<file path="src/hw/rtl/cfr_pkg.sv">
// Shared types, constants and the CRC step for the CRC-checked frame receiver.
`timescale 1ns / 1ps
`default_nettype none

package cfr_pkg;

  localparam int unsigned ByteW  = 8;
  localparam int unsigned LenW   = 6;
  localparam int unsigned CntW   = 32;
  localparam int unsigned CrcW   = 16;
  localparam int unsigned CfgIdxW = 2;

  localparam logic [ByteW-1:0] HdrA = 8'h55;
  localparam logic [ByteW-1:0] HdrB = 8'h00;
  localparam logic [ByteW-1:0] HdrC = 8'hAA;
  localparam logic [ByteW-1:0] HdrD = 8'h00;

  localparam logic [CrcW-1:0] CrcInit     = 16'hFFFF;
  localparam logic [CrcW-1:0] CrcPolyRefl = 16'h8408;

  localparam logic [ByteW-1:0] VersionRst = 8'h54;
  localparam logic [LenW-1:0]  MinLenRst  = 6'd4;
  localparam logic [LenW-1:0]  MaxLenRst  = 6'd48;
  localparam logic [ByteW-1:0] LenFloor   = 8'd2;

  // Register indexes on the configuration channel
  localparam logic [CfgIdxW-1:0] RegVersion = 2'd0;
  localparam logic [CfgIdxW-1:0] RegMinLen  = 2'd1;
  localparam logic [CfgIdxW-1:0] RegMaxLen  = 2'd2;

  localparam int unsigned OutDataW = 80;

  typedef struct packed {
    logic [ByteW-1:0] protocol_version;
    logic [LenW-1:0]  min_length;
    logic [LenW-1:0]  max_length;
  } cfg_t;

  typedef struct packed {
    logic [CntW-1:0]  bad_frames;
    logic [CntW-1:0]  good_frames;
    logic             crc_ok;
    logic             frame_end;
    logic [LenW-1:0]  byte_index;
    logic [ByteW-1:0] data_byte;
  } result_t;

  // One byte through the reflected CCITT CRC, LSB first
  function automatic logic [CrcW-1:0] crc_byte(input logic [CrcW-1:0] crc,
                                               input logic [ByteW-1:0] b);
    logic [CrcW-1:0] c;
    c = crc ^ {8'h00, b};
    for (int k = 0; k < 8; k++) begin
      if (c[0]) c = (c >> 1) ^ CrcPolyRefl;
      else      c = c >> 1;
    end
    return c;
  endfunction

endpackage

`default_nettype wire

</file>
<file path="src/hw/rtl/cfr_cfg_regs.sv">
// Configuration registers of the frame receiver.
`timescale 1ns / 1ps
`default_nettype none

module cfr_cfg_regs (
  input  wire logic                        clk_i,
  input  wire logic                        rst_ni,
  input  wire logic                        wr_en_i,
  input  wire logic [cfr_pkg::CfgIdxW-1:0] wr_index_i,
  input  wire logic [cfr_pkg::ByteW-1:0]   wr_data_i,
  output cfr_pkg::cfg_t                    cfg_o
);

  cfr_pkg::cfg_t cfg_q, cfg_d;

  always_comb begin
    cfg_d = cfg_q;
    if (wr_en_i) begin
      case (wr_index_i)
        cfr_pkg::RegVersion: cfg_d.protocol_version = wr_data_i;
        cfr_pkg::RegMinLen:  cfg_d.min_length = wr_data_i[cfr_pkg::LenW-1:0];
        cfr_pkg::RegMaxLen:  cfg_d.max_length = wr_data_i[cfr_pkg::LenW-1:0];
        default:             cfg_d = cfg_q;
      endcase
    end
  end

  always_ff @(posedge clk_i or negedge rst_ni) begin
    if (!rst_ni) begin
      cfg_q.protocol_version <= cfr_pkg::VersionRst;
      cfg_q.min_length       <= cfr_pkg::MinLenRst;
      cfg_q.max_length       <= cfr_pkg::MaxLenRst;
    end else begin
      cfg_q <= cfg_d;
    end
  end

  assign cfg_o = cfg_q;

endmodule

`default_nettype wire

</file>
<file path="src/hw/rtl/cfr_deframer.sv">
// Header hunt, length check, CRC accumulation and frame counting, one byte per cycle.
`timescale 1ns / 1ps
`default_nettype none

module cfr_deframer (
  input  wire logic                      clk_i,
  input  wire logic                      rst_ni,
  input  wire cfr_pkg::cfg_t             cfg_i,
  input  wire logic                      in_valid_i,
  input  wire logic [cfr_pkg::ByteW-1:0] rx_byte_i,
  output logic                           res_valid_o,
  output cfr_pkg::result_t               res_o
);

  typedef enum logic [2:0] {
    StHdrA    = 3'd0,
    StHdrB    = 3'd1,
    StHdrC    = 3'd2,
    StHdrD    = 3'd3,
    StVersion = 3'd4,
    StLength  = 3'd5,
    StPayload = 3'd6
  } state_e;

  state_e                    state_q, state_d;
  logic [cfr_pkg::LenW-1:0]  count_q, count_d;
  logic [cfr_pkg::LenW-1:0]  length_q, length_d;
  logic [cfr_pkg::CrcW-1:0]  crc_q, crc_d;
  logic [cfr_pkg::ByteW-1:0] crc_lo_q, crc_lo_d;
  logic [cfr_pkg::CntW-1:0]  good_q, good_d;
  logic [cfr_pkg::CntW-1:0]  bad_q, bad_d;

  logic [cfr_pkg::ByteW-1:0] expect_b;
  logic [cfr_pkg::LenW-1:0]  count_inc;
  logic                      len_ok;
  logic                      crc_match;
  state_e                    retry_st;

  always_comb begin
    case (state_q)
      StHdrA:  expect_b = cfr_pkg::HdrA;
      StHdrB:  expect_b = cfr_pkg::HdrB;
      StHdrC:  expect_b = cfr_pkg::HdrC;
      StHdrD:  expect_b = cfr_pkg::HdrD;
      default: expect_b = cfg_i.protocol_version;
    endcase
  end

  assign retry_st  = (rx_byte_i == cfr_pkg::HdrA) ? StHdrB : StHdrA;
  assign count_inc = count_q + cfr_pkg::LenW'(1);
  assign len_ok    = (rx_byte_i >= cfr_pkg::LenFloor)
                  && (rx_byte_i >= {2'b00, cfg_i.min_length})
                  && (rx_byte_i <= {2'b00, cfg_i.max_length});
  assign crc_match = ({rx_byte_i, crc_lo_q} == crc_q);

  always_comb begin
    state_d     = state_q;
    count_d     = count_q;
    length_d    = length_q;
    crc_d       = crc_q;
    crc_lo_d    = crc_lo_q;
    good_d      = good_q;
    bad_d       = bad_q;
    res_valid_o = 1'b0;
    res_o.data_byte  = rx_byte_i;
    res_o.byte_index = '0;
    res_o.frame_end  = 1'b0;
    res_o.crc_ok     = 1'b0;
    if (in_valid_i) begin
      case (state_q)
        StHdrA, StHdrB, StHdrC, StHdrD, StVersion: begin
          if (rx_byte_i == expect_b) state_d = state_e'(state_q + 3'd1);
          else                       state_d = retry_st;
        end
        StLength: begin
          if (len_ok) begin
            length_d    = rx_byte_i[cfr_pkg::LenW-1:0];
            count_d     = '0;
            crc_d       = cfr_pkg::crc_byte(cfr_pkg::CrcInit, rx_byte_i);
            crc_lo_d    = '0;
            state_d     = StPayload;
            res_valid_o = 1'b1;
          end else begin
            state_d = StHdrA;
          end
        end
        StPayload: begin
          count_d          = count_inc;
          res_valid_o      = 1'b1;
          res_o.byte_index = count_inc;
          if (count_inc >= length_q) begin
            res_o.frame_end = 1'b1;
            res_o.crc_ok    = crc_match;
            if (crc_match) good_d = good_q + cfr_pkg::CntW'(1);
            else           bad_d  = bad_q + cfr_pkg::CntW'(1);
            state_d = StHdrA;
          end else if (count_inc + cfr_pkg::LenW'(1) == length_q) begin
            crc_lo_d = rx_byte_i;
          end else begin
            crc_d = cfr_pkg::crc_byte(crc_q, rx_byte_i);
          end
        end
        default: state_d = StHdrA;
      endcase
    end
    res_o.good_frames = good_d;
    res_o.bad_frames  = bad_d;
  end

  always_ff @(posedge clk_i or negedge rst_ni) begin
    if (!rst_ni) begin
      state_q  <= StHdrA;
      count_q  <= '0;
      length_q <= '0;
      crc_q    <= cfr_pkg::CrcInit;
      crc_lo_q <= '0;
      good_q   <= '0;
      bad_q    <= '0;
    end else begin
      state_q  <= state_d;
      count_q  <= count_d;
      length_q <= length_d;
      crc_q    <= crc_d;
      crc_lo_q <= crc_lo_d;
      good_q   <= good_d;
      bad_q    <= bad_d;
    end
  end

endmodule

`default_nettype wire

</file>
<file path="src/hw/rtl/cfr_out_buf.sv">
// Two-entry result buffer decoupling the byte input from the result stream.
`timescale 1ns / 1ps
`default_nettype none

module cfr_out_buf (
  input  wire logic             clk_i,
  input  wire logic             rst_ni,
  input  wire logic             push_i,
  input  wire cfr_pkg::result_t push_data_i,
  output logic                  not_full_o,
  output logic                  out_valid_o,
  input  wire logic             out_ready_i,
  output cfr_pkg::result_t      out_data_o
);

  cfr_pkg::result_t entry_q [2];
  logic       wr_ptr_q, wr_ptr_d;
  logic       rd_ptr_q, rd_ptr_d;
  logic [1:0] fill_q, fill_d;
  logic       pop;

  assign pop         = out_valid_o && out_ready_i;
  assign out_valid_o = (fill_q != 2'd0);
  assign not_full_o  = (fill_q != 2'd2);
  assign out_data_o  = entry_q[rd_ptr_q];

  always_comb begin
    wr_ptr_d = push_i ? ~wr_ptr_q : wr_ptr_q;
    rd_ptr_d = pop ? ~rd_ptr_q : rd_ptr_q;
    fill_d   = fill_q + {1'b0, push_i} - {1'b0, pop};
  end

  always_ff @(posedge clk_i) begin
    if (push_i) entry_q[wr_ptr_q] <= push_data_i;
  end

  always_ff @(posedge clk_i or negedge rst_ni) begin
    if (!rst_ni) begin
      wr_ptr_q <= 1'b0;
      rd_ptr_q <= 1'b0;
      fill_q   <= 2'd0;
    end else begin
      wr_ptr_q <= wr_ptr_d;
      rd_ptr_q <= rd_ptr_d;
      fill_q   <= fill_d;
    end
  end

endmodule

`default_nettype wire

</file>
<file path="src/hw/rtl/crc_checked_frame_receiver.sv">
// Top level of the CRC-checked frame receiver.
`timescale 1ns / 1ps
`default_nettype none

// Takes one received serial byte per transaction, hunts for the header 55 00 AA 00 and the
// version byte, checks the length byte against min_length..max_length (and at least 2), then
// emits the length byte and each payload byte with its index. A reflected CCITT CRC (init
// FFFF, no final xor) covers the length byte and payload up to the last two bytes, which
// carry the received CRC low byte first; the final byte has tlast set and tuser gives the
// CRC result. The hunt step and byte-wide CRC update sit between the input handshake and a
// two-entry result buffer, so a byte can be taken every clock while the buffer has room.
// Good and bad frame counters wrap and ride along with every result. Registers: 0 version,
// 1 minimum length, 2 maximum length; write them only while the block is idle.

module crc_checked_frame_receiver (
  input  wire logic                          clk_i,
  input  wire logic                          rst_ni,
  input  wire logic                          s_axis_tvalid,
  output logic                               s_axis_tready,
  input  wire logic [cfr_pkg::ByteW-1:0]     s_axis_tdata,   // [7:0] rx_byte
  output logic                               m_axis_tvalid,
  input  wire logic                          m_axis_tready,
  // [7:0] data_byte, [13:8] byte_index, [45:14] good_frames, [77:46] bad_frames, rest zero
  output logic [cfr_pkg::OutDataW-1:0]       m_axis_tdata,
  output logic                               m_axis_tlast,   // frame_end
  output logic                               m_axis_tuser,   // [0] crc_ok
  input  wire logic                          cfg_valid_i,
  output logic                               cfg_ready_o,
  input  wire logic [cfr_pkg::CfgIdxW-1:0]   cfg_index_i,
  input  wire logic [cfr_pkg::ByteW-1:0]     cfg_data_i
);

  cfr_pkg::cfg_t    cfg;
  cfr_pkg::result_t res, out_res;
  logic             in_fire, res_valid, not_full;

  assign cfg_ready_o   = 1'b1;
  assign s_axis_tready = not_full;
  assign in_fire       = s_axis_tvalid && not_full;

  cfr_cfg_regs u_cfg (
    .clk_i      (clk_i),
    .rst_ni     (rst_ni),
    .wr_en_i    (cfg_valid_i),
    .wr_index_i (cfg_index_i),
    .wr_data_i  (cfg_data_i),
    .cfg_o      (cfg)
  );

  cfr_deframer u_deframer (
    .clk_i       (clk_i),
    .rst_ni      (rst_ni),
    .cfg_i       (cfg),
    .in_valid_i  (in_fire),
    .rx_byte_i   (s_axis_tdata),
    .res_valid_o (res_valid),
    .res_o       (res)
  );

  cfr_out_buf u_out_buf (
    .clk_i       (clk_i),
    .rst_ni      (rst_ni),
    .push_i      (res_valid),
    .push_data_i (res),
    .not_full_o  (not_full),
    .out_valid_o (m_axis_tvalid),
    .out_ready_i (m_axis_tready),
    .out_data_o  (out_res)
  );

  assign m_axis_tdata = {2'b00, out_res.bad_frames, out_res.good_frames,
                         out_res.byte_index, out_res.data_byte};
  assign m_axis_tlast = out_res.frame_end;
  assign m_axis_tuser = out_res.crc_ok;

endmodule

`default_nettype wire

</file>
<file path="config.mk">
export PLATFORM = sky130hd
export DESIGN_NAME = crc_checked_frame_receiver
export DESIGN_NICKNAME = d
export VERILOG_FILES = /design/src/hw/rtl/cfr_pkg.sv /design/src/hw/rtl/cfr_cfg_regs.sv /design/src/hw/rtl/cfr_deframer.sv /design/src/hw/rtl/cfr_out_buf.sv /design/src/hw/rtl/crc_checked_frame_receiver.sv
export SDC_FILE = /design/constraint.sdc
export NUM_CORES = 1
export LEC_CHECK = 0
export BUFFER_PORTS_ARGS = -buffer_cell sky130_fd_sc_hd__buf_4
export CAP_MARGIN = 5
export CORE_MARGIN = 1.5
export CORE_UTILIZATION = 54
export DETAILED_ROUTE_END_ITERATION = 10
export GPL_ROUTABILITY_DRIVEN = 0
export PLACE_DENSITY_LB_ADDON = 0.25
export SETUP_SLACK_MARGIN = 0.2
export SYNTH_ARGS = -nofsm -noshare
export SYNTH_HDL_FRONTEND = slang
export SYNTH_HIERARCHICAL = 1
export SYNTH_SLANG_ARGS = --single-unit
</file>
<file path="constraint.sdc">
create_clock -name clk_i -period 5.84 [get_ports clk_i]
set_clock_uncertainty 0.1 [all_clocks]
set_input_delay 1.168 -clock clk_i [delete_from_list [all_inputs] [get_ports clk_i]]
set_output_delay 1.168 -clock clk_i [all_outputs]
set_load 0.01 [all_outputs]
</file>
==> results of run 1 <==
==> kinds of logic (layout without fill, tap and decap cells) <==
kind of cell             after synthesis  count (layout)  synth area share
multiplexers                         118             118             0.123
flip-flops                           287             287             0.594
other                                  2               3          0.000557
XOR/XNOR                             135             135            0.0882
AND/OR/NAND/NOR                      236             236            0.0883
AO/OA/AOI/OAI                         70              70            0.0418
buffers and inverters                 85             211            0.0376
adder cells (fa/ha/maj)               29              29            0.0269
==> power breakdown <==
group | internal (mW) | leakage [nW] | total [mW] | switching, mW
sequential | 2.41 | 3.08 | 2.65 | 0.243
clock | 1.10 | 0.479 | 1.86 | 0.760
combinational | 1.05 | 2.92 | 1.95 | 0.903
==> routing by layer <==
layer / vias to the layer above / part of all wire
met4: 0 / 0.017
met5: - / 0
met3: 34 / 0.039
met2: 156 / 0.50
li1: 3656 / -
met1: 3805 / 0.45
==> cells in the final DEF, fill, tap and decap left out, types with 43 or more instances in the layout <==
cell / synthesis / final
buf_4: 11 / 112
edfxtp_1: 160 / 160
mux2_4: 88 / 88
inv_1: 43 / 43
xor2_1: 52 / 52
nand2_1: 58 / 58
nor2_1: 50 / 50
xnor2_1: 82 / 82
dfrtp_1: 105 / 104
==> layout make-up <==
type,count,share of cell area
multi-input cells,591,0.323
inverters,43,0.0105
flip-flops and latches,287,0.520
repair buffers,114,0.0571
clock inverters,10,0.00787
well taps,324,0.0263
clock buffers,44,0.0553
==> flip-flops by register name, summed over array words and instances, names as in the netlist, 2 cells and up <==
signal / flops
u_cfg/cfg_o: 20
u_deframer/crc_lo_q: 8
u_out_buf/fill_q: 2
u_deframer/length_q: 6
u_deframer/bad_q: 32
u_deframer/good_q: 32
u_deframer/crc_q: 16
u_out_buf/entry_q: 160
u_deframer/count_q: 6
u_deframer/state_q: 3
==> cell usage after synthesis, types with 22 or more instances <==
master and n:
inv_1 43, edfxtp_1 160, dfrtp_1 105, mux2_4 88, nor3_1 26, nor2_1 50
xnor2_1 82, dfstp_2 22, nand2_1 58, xor2_1 52, ha_1 29, mux2_2 30
nand3_1 29
==> path summary, 6_finish.rpt <==
check | start | endpoint | depth (start not counted)
max | u_deframer/count_q[0] | u_out_buf/entry_q[0][77] | 11
max reg2reg | u_deframer/count_q[0] | u_out_buf/entry_q[0][77] | 11
max in group asynchronous | rst_ni | u_deframer/bad_q[2] | 2
min | u_deframer/good_q[31] | u_deframer/good_q[31] | 1
min reg2reg | u_deframer/good_q[31] | u_deframer/good_q[31] | 1
min in group asynchronous | rst_ni | u_deframer/count_q[4] | 1
==> through the flow <==
| stage | utilization | cell area (sq um) | setup WS (ps) | hold slack, ps | cells |
|---|---|---|---|---|---|
| finish | 0.632 | 15400 | 1400 | 377 | 1413 |
| global route | 0.632 | 15400 | 955 | 420 | 1413 |
| CTS | 0.632 | 15400 | 1440 | 377 | 1413 |
| detailed placement | 0.592 | 14500 | 1330 | 370 | 1359 |
| global placement | 0.592 | 14500 | 1430 | 363 | 1359 |
| floorplan | - | 13500 | 273 | 344 | 963 |
==> critical path: cells and delay by family, from the launching register on <==
kind	cells	cell delay, ps
buffers and inverters	1	90
flip-flops	1	550
AO/OA/AOI/OAI	1	410
adder cells (fa/ha/maj)	2	610
XOR/XNOR	2	630
AND/OR/NAND/NOR	5	1860
==> reports/metrics.yaml, run 1 <==
status: "finished, final reports clean"
cts.path.max_buffers: 3
vias: 7651
antenna_cells: 0
grt_max_degree: 52
synth_area_leaders: "edfxtp_1 36%, dfrtp_1 19%, mux2_4 9.8%"
critPathMaxFanout: 11
die_height_microns: 161
cp.required_ps: 6110
dpl.hpwl_microns: 17000
busiest_layer: "met2"
yosys.cell_types.count: 64
setup_viol: 0
crit_slowest_cell: "nor4b_1"
antenna_left: 0
synth_cells: 962
core-area_sq_um: 24400
netlist_area_sq_um: 13500
ctsResizeCount: 0
dieArea_sq_um: 25900
maxCapViolCount: 0
grtUsageMet1: 0.267
maxSlewViolCount: 0
post-route-period-util: 0.761
fp-row-count: 57
crit_path_end_kind: "flop"
root_buffer: "clkbuf_16"
worst_slew_pin_slew_ps: 1100
clk_latency_ps: 560
multi_input_area_sq_um: 4990
first_iter_violations: 405
synth_edf_count: 160
drt-pass1-iter-count: 5
p_total_mw: 6.47
crit_chain: "ha_1 -> nand3_1 -> xor2_1 -> inv_1 -> ha_1 -> nand3_1 -> o21ai_2 -> nor4b_1 -> nand4_1 -> nor3_1 -> xor2_1"
cts_tree: "done"
postCtsSetupRepairBufs: 0
max_freq_mhz: 225
grt_pass1_vias: 7523
slowest_delay_ps: 720
initial_core_util: 0.553
syn2layout_area_growth_pct: 14.3
seq_area_sq_um: 8010
post_drt_wl_per_cell_microns: 17.8
worstHoldPathType: "reg -> reg"
grt_pass1_wl_microns: 40600
critPathKind: "reg -> reg"
met2_usage: 0.334
hold_buffers: 0
p_leak_nw: 6.47
synth_largest_area_cell: "edfxtp_1"
met3_usage: 0.0298
syn_area_per_cell_sq_um: 14.0
synth_top_area_frac: 0.356
clkSinkCount: 287
synthFlopType: "edfxtp_1"
path_clk_slew_ps: 60
port_buffers: 104
wl_microns: 25200
yosys_warnings: 6
ys_async_sr_fraction: 0.443
io_pins: 108
drcViolationCount: 0
vdd_ir_drop_max_mv: 0.231
grt_usage: 0.196
cts_buffers: 29
gr-total-overflow: 0
fillCellCount: 1827
worst_ep_arrival_time_ps: 4710
vias_per_cell: 5.41
relSlewSlack: 0.268
tns_ps: 0
pwr_density_cell_nw_per_um2: 419
layout-drive-gt1-share: 0.288
fp.dieW_microns: 161
nets: 1118
antenna_found_initial: 0
ys_seq_elements: 287
htreeDepth: 1
period_minus_slack_ps: 4440
ys_seq_area_frac: 0.594
reg2reg_slack_ps: 1400
hold_viol: 0
rsz0062_at_grt: "false"
start_kind: "flop"
No activity file was read; power rests on OpenSTA's default activity.
==> run 2: changes to the inputs <==
- CORE_UTILIZATION: 54 -> 55
- clock period: 5.84 -> 4.1 ns (I/O delays scaled with it)
==> run 2 against run 1 <==
- sequential cell count did not move
- via count rose by 0.86%
- clock-buffer cell count did not move
- final cell count rose by 0.64%
- combinational power rose by 48%
- register-to-register slack got worse by 820 ps
- utilization rose by 1.2 points
- highest routed layer unchanged
==> reports/metrics.yaml, run 2 (synthesis gave the netlist of run 1 again) <==
vdd_ir_drop_max_mv: 0.399  # +73%
crit_chain: "ha_1 -> nand3_1 -> xor2_1 -> inv_1 -> ha_1 -> a21o_1 -> a21oi_1 -> o21ai_2 -> nor4b_1 -> buf_4 -> nand4_1 -> buf_4 -> nor4_1 -> xor2_1"
status: "finished, final reports clean"
cts_buffers: 30  # +3.4%
tns_ps: 0  # unchanged
worst_slew_pin_slew_ps: 838  # -260 ps
fillCellCount: 1766  # -3.3%
p_leak_nw: 6.53  # +0.93%
wl_microns: 25400  # +0.89%
fp-row-count: 57  # unchanged
initial_core_util: 0.558  # +0.00490
gr-total-overflow: 0  # unchanged
fp.dieW_microns: 160  # -0.89%
die_height_microns: 160  # -0.89%
drt-pass1-iter-count: 5  # unchanged
grt_usage: 0.200  # +0.00369
cts.path.max_buffers: 3  # unchanged
hold_viol: 0  # unchanged
top_register: "u_out_buf/entry_q"
grt_pass1_vias: 7845  # +4.3%
period_minus_slack_ps: 3520  # -925 ps
mostFrequentLayoutCell: "edfxtp_1"
crit_cells: 14  # +3
max_freq_mhz: 284  # +26%
layout-drive-gt1-share: 0.301  # +0.0122
dpl.hpwl_microns: 16800  # -1.1%
post_drt_wl_per_cell_microns: 17.9  # +0.25%
crit_end: "u_out_buf/entry_q[0][73]"
setup_ws_ps: 583  # -815 ps
antenna_found_initial: 0  # unchanged
start_kind: "flop"
critPathLaunch: "u_deframer/count_q[0]"
crit_slowest_cell: "dfrtp_1"
top_regs: "u_out_buf/entry_q: 160 flops, u_deframer/bad_q: 32 flops, u_deframer/good_q: 32 flops"
dieArea_sq_um: 25500  # -1.8%
cts_tree: "done"
ff2ff_path_depth: 14  # +3
clk_latency_ps: 550  # about the same
reg2reg_slack_ps: 580  # -820 ps
htreeDepth: 1  # unchanged
crit_buf_inv: 3  # +2
post-route-period-util: 0.858  # +0.0972
worst_hold_slack_ps: 162  # -214 ps
antenna_cells: 0  # unchanged
clkSinkCount: 287  # unchanged
cp.required_ps: 4280  # -1830 ps
path_clk_slew_ps: 60  # about the same
vias: 7717  # +0.86%
dpl_worst_slack_ps: 316  # -1010 ps
antenna_left: 0  # unchanged
relSlewSlack: 0.440  # +0.172
r2r-start: "u_deframer/count_q[0]"
maxCapViolCount: 0  # unchanged
core-area_sq_um: 24200  # -0.88%
critPathMaxFanout: 11  # unchanged
rr_endpoint: "u_out_buf/entry_q[0][73]"
io_pins: 108  # unchanged
grt_max_degree: 80  # +54%
critPathKind: "reg -> reg"
grt_pass1_wl_microns: 41000  # +0.88%
pwr_density_cell_nw_per_um2: 597  # +42%
worstHoldPathType: "in -> async"
vias_per_cell: 5.43  # +0.22%
largest_reg_flops: 160  # unchanged
crit_path_end_kind: "flop"
setup_viol: 0  # unchanged
syn2layout_area_growth_pct: 15.4
crit_family: "simple AND/OR/NAND/NOR gates"
slowest_delay_ps: 560  # -160 ps
first_iter_violations: 331  # -18%
port_buffers: 104  # unchanged
final_cell_mix: "160 x edfxtp_1, 116 x buf_4, 104 x dfrtp_1"
maxSlewViolCount: 0  # unchanged
nets: 1126  # +0.72%
rsz0062_at_grt: "false"
drcViolationCount: 0  # unchanged
root_buffer: "clkbuf_16"
worst_ep_arrival_time_ps: 3700  # -1010 ps
## run 2: power breakdown
part	leakage (nW)	total, mW	internal (mW)	switching (mW)
Clock	0.494	2.72	1.63	1.09
Sequential	3.08	3.70	3.43	0.267
Combinational	2.96	2.89	1.53	1.35
## run 2: per-stage QoR
stage               instance area, sq um  utilization  total power, mW  cells
finish                             15600        0.644             9.30   1422
global route                       15600        0.644             9.74   1422
CTS                                15600        0.644             9.42   1421
detailed placement                 14500        0.601             6.66   1365
global placement                   14500        0.601             6.61   1365
floorplan                          13500            -             5.86    963
## run 2: what timing repair did
action / CTS / global route
resized for setup: 0 / 1
buffers inserted: 0 / 1
hold buffers: 0 / 0
setup endpoints to repair: 0 / 24
## run 2: worst min path at each step
| stage | end | depth (start not counted) |
|---|---|---|
| 2_1_floorplan | u_deframer/bad_q[31] | 1 |
| 3_3_place_gp | u_deframer/bad_q[31] | 1 |
| 3_5_place_dp | u_deframer/good_q[31] | 1 |
| 4_1_cts | u_cfg/cfg_o[6] | 1 |
| 5_1_grt | u_cfg/cfg_o[6] | 1 |
| 6_report | u_cfg/cfg_o[12] | 1 |
## run 2: cell type report
class                           instances  area [sq um]  area share
Clock inverter                         12           134     0.00860
Timing Repair Buffer                  121           971      0.0623
Tap cell                              324           405      0.0260
Sequential cell                       287          8010       0.515
Inverter                               43           161      0.0104
Clock buffer                           44           885      0.0568
Multi-Input combinational cell        591          5000       0.321
## run 2: metal layers
layer | share of wire | global-route usage | up-vias | wire length [microns]
li1 | - | - | 3654 | -
met1 | 0.44 | 0.266 | 3840 | 11100
met2 | 0.50 | 0.346 | 195 | 12700
met3 | 0.047 | 0.0304 | 28 | 1180
met4 | 0.015 | 0.0506 | 0 | 378
met5 | 0 | 0 | - | 0
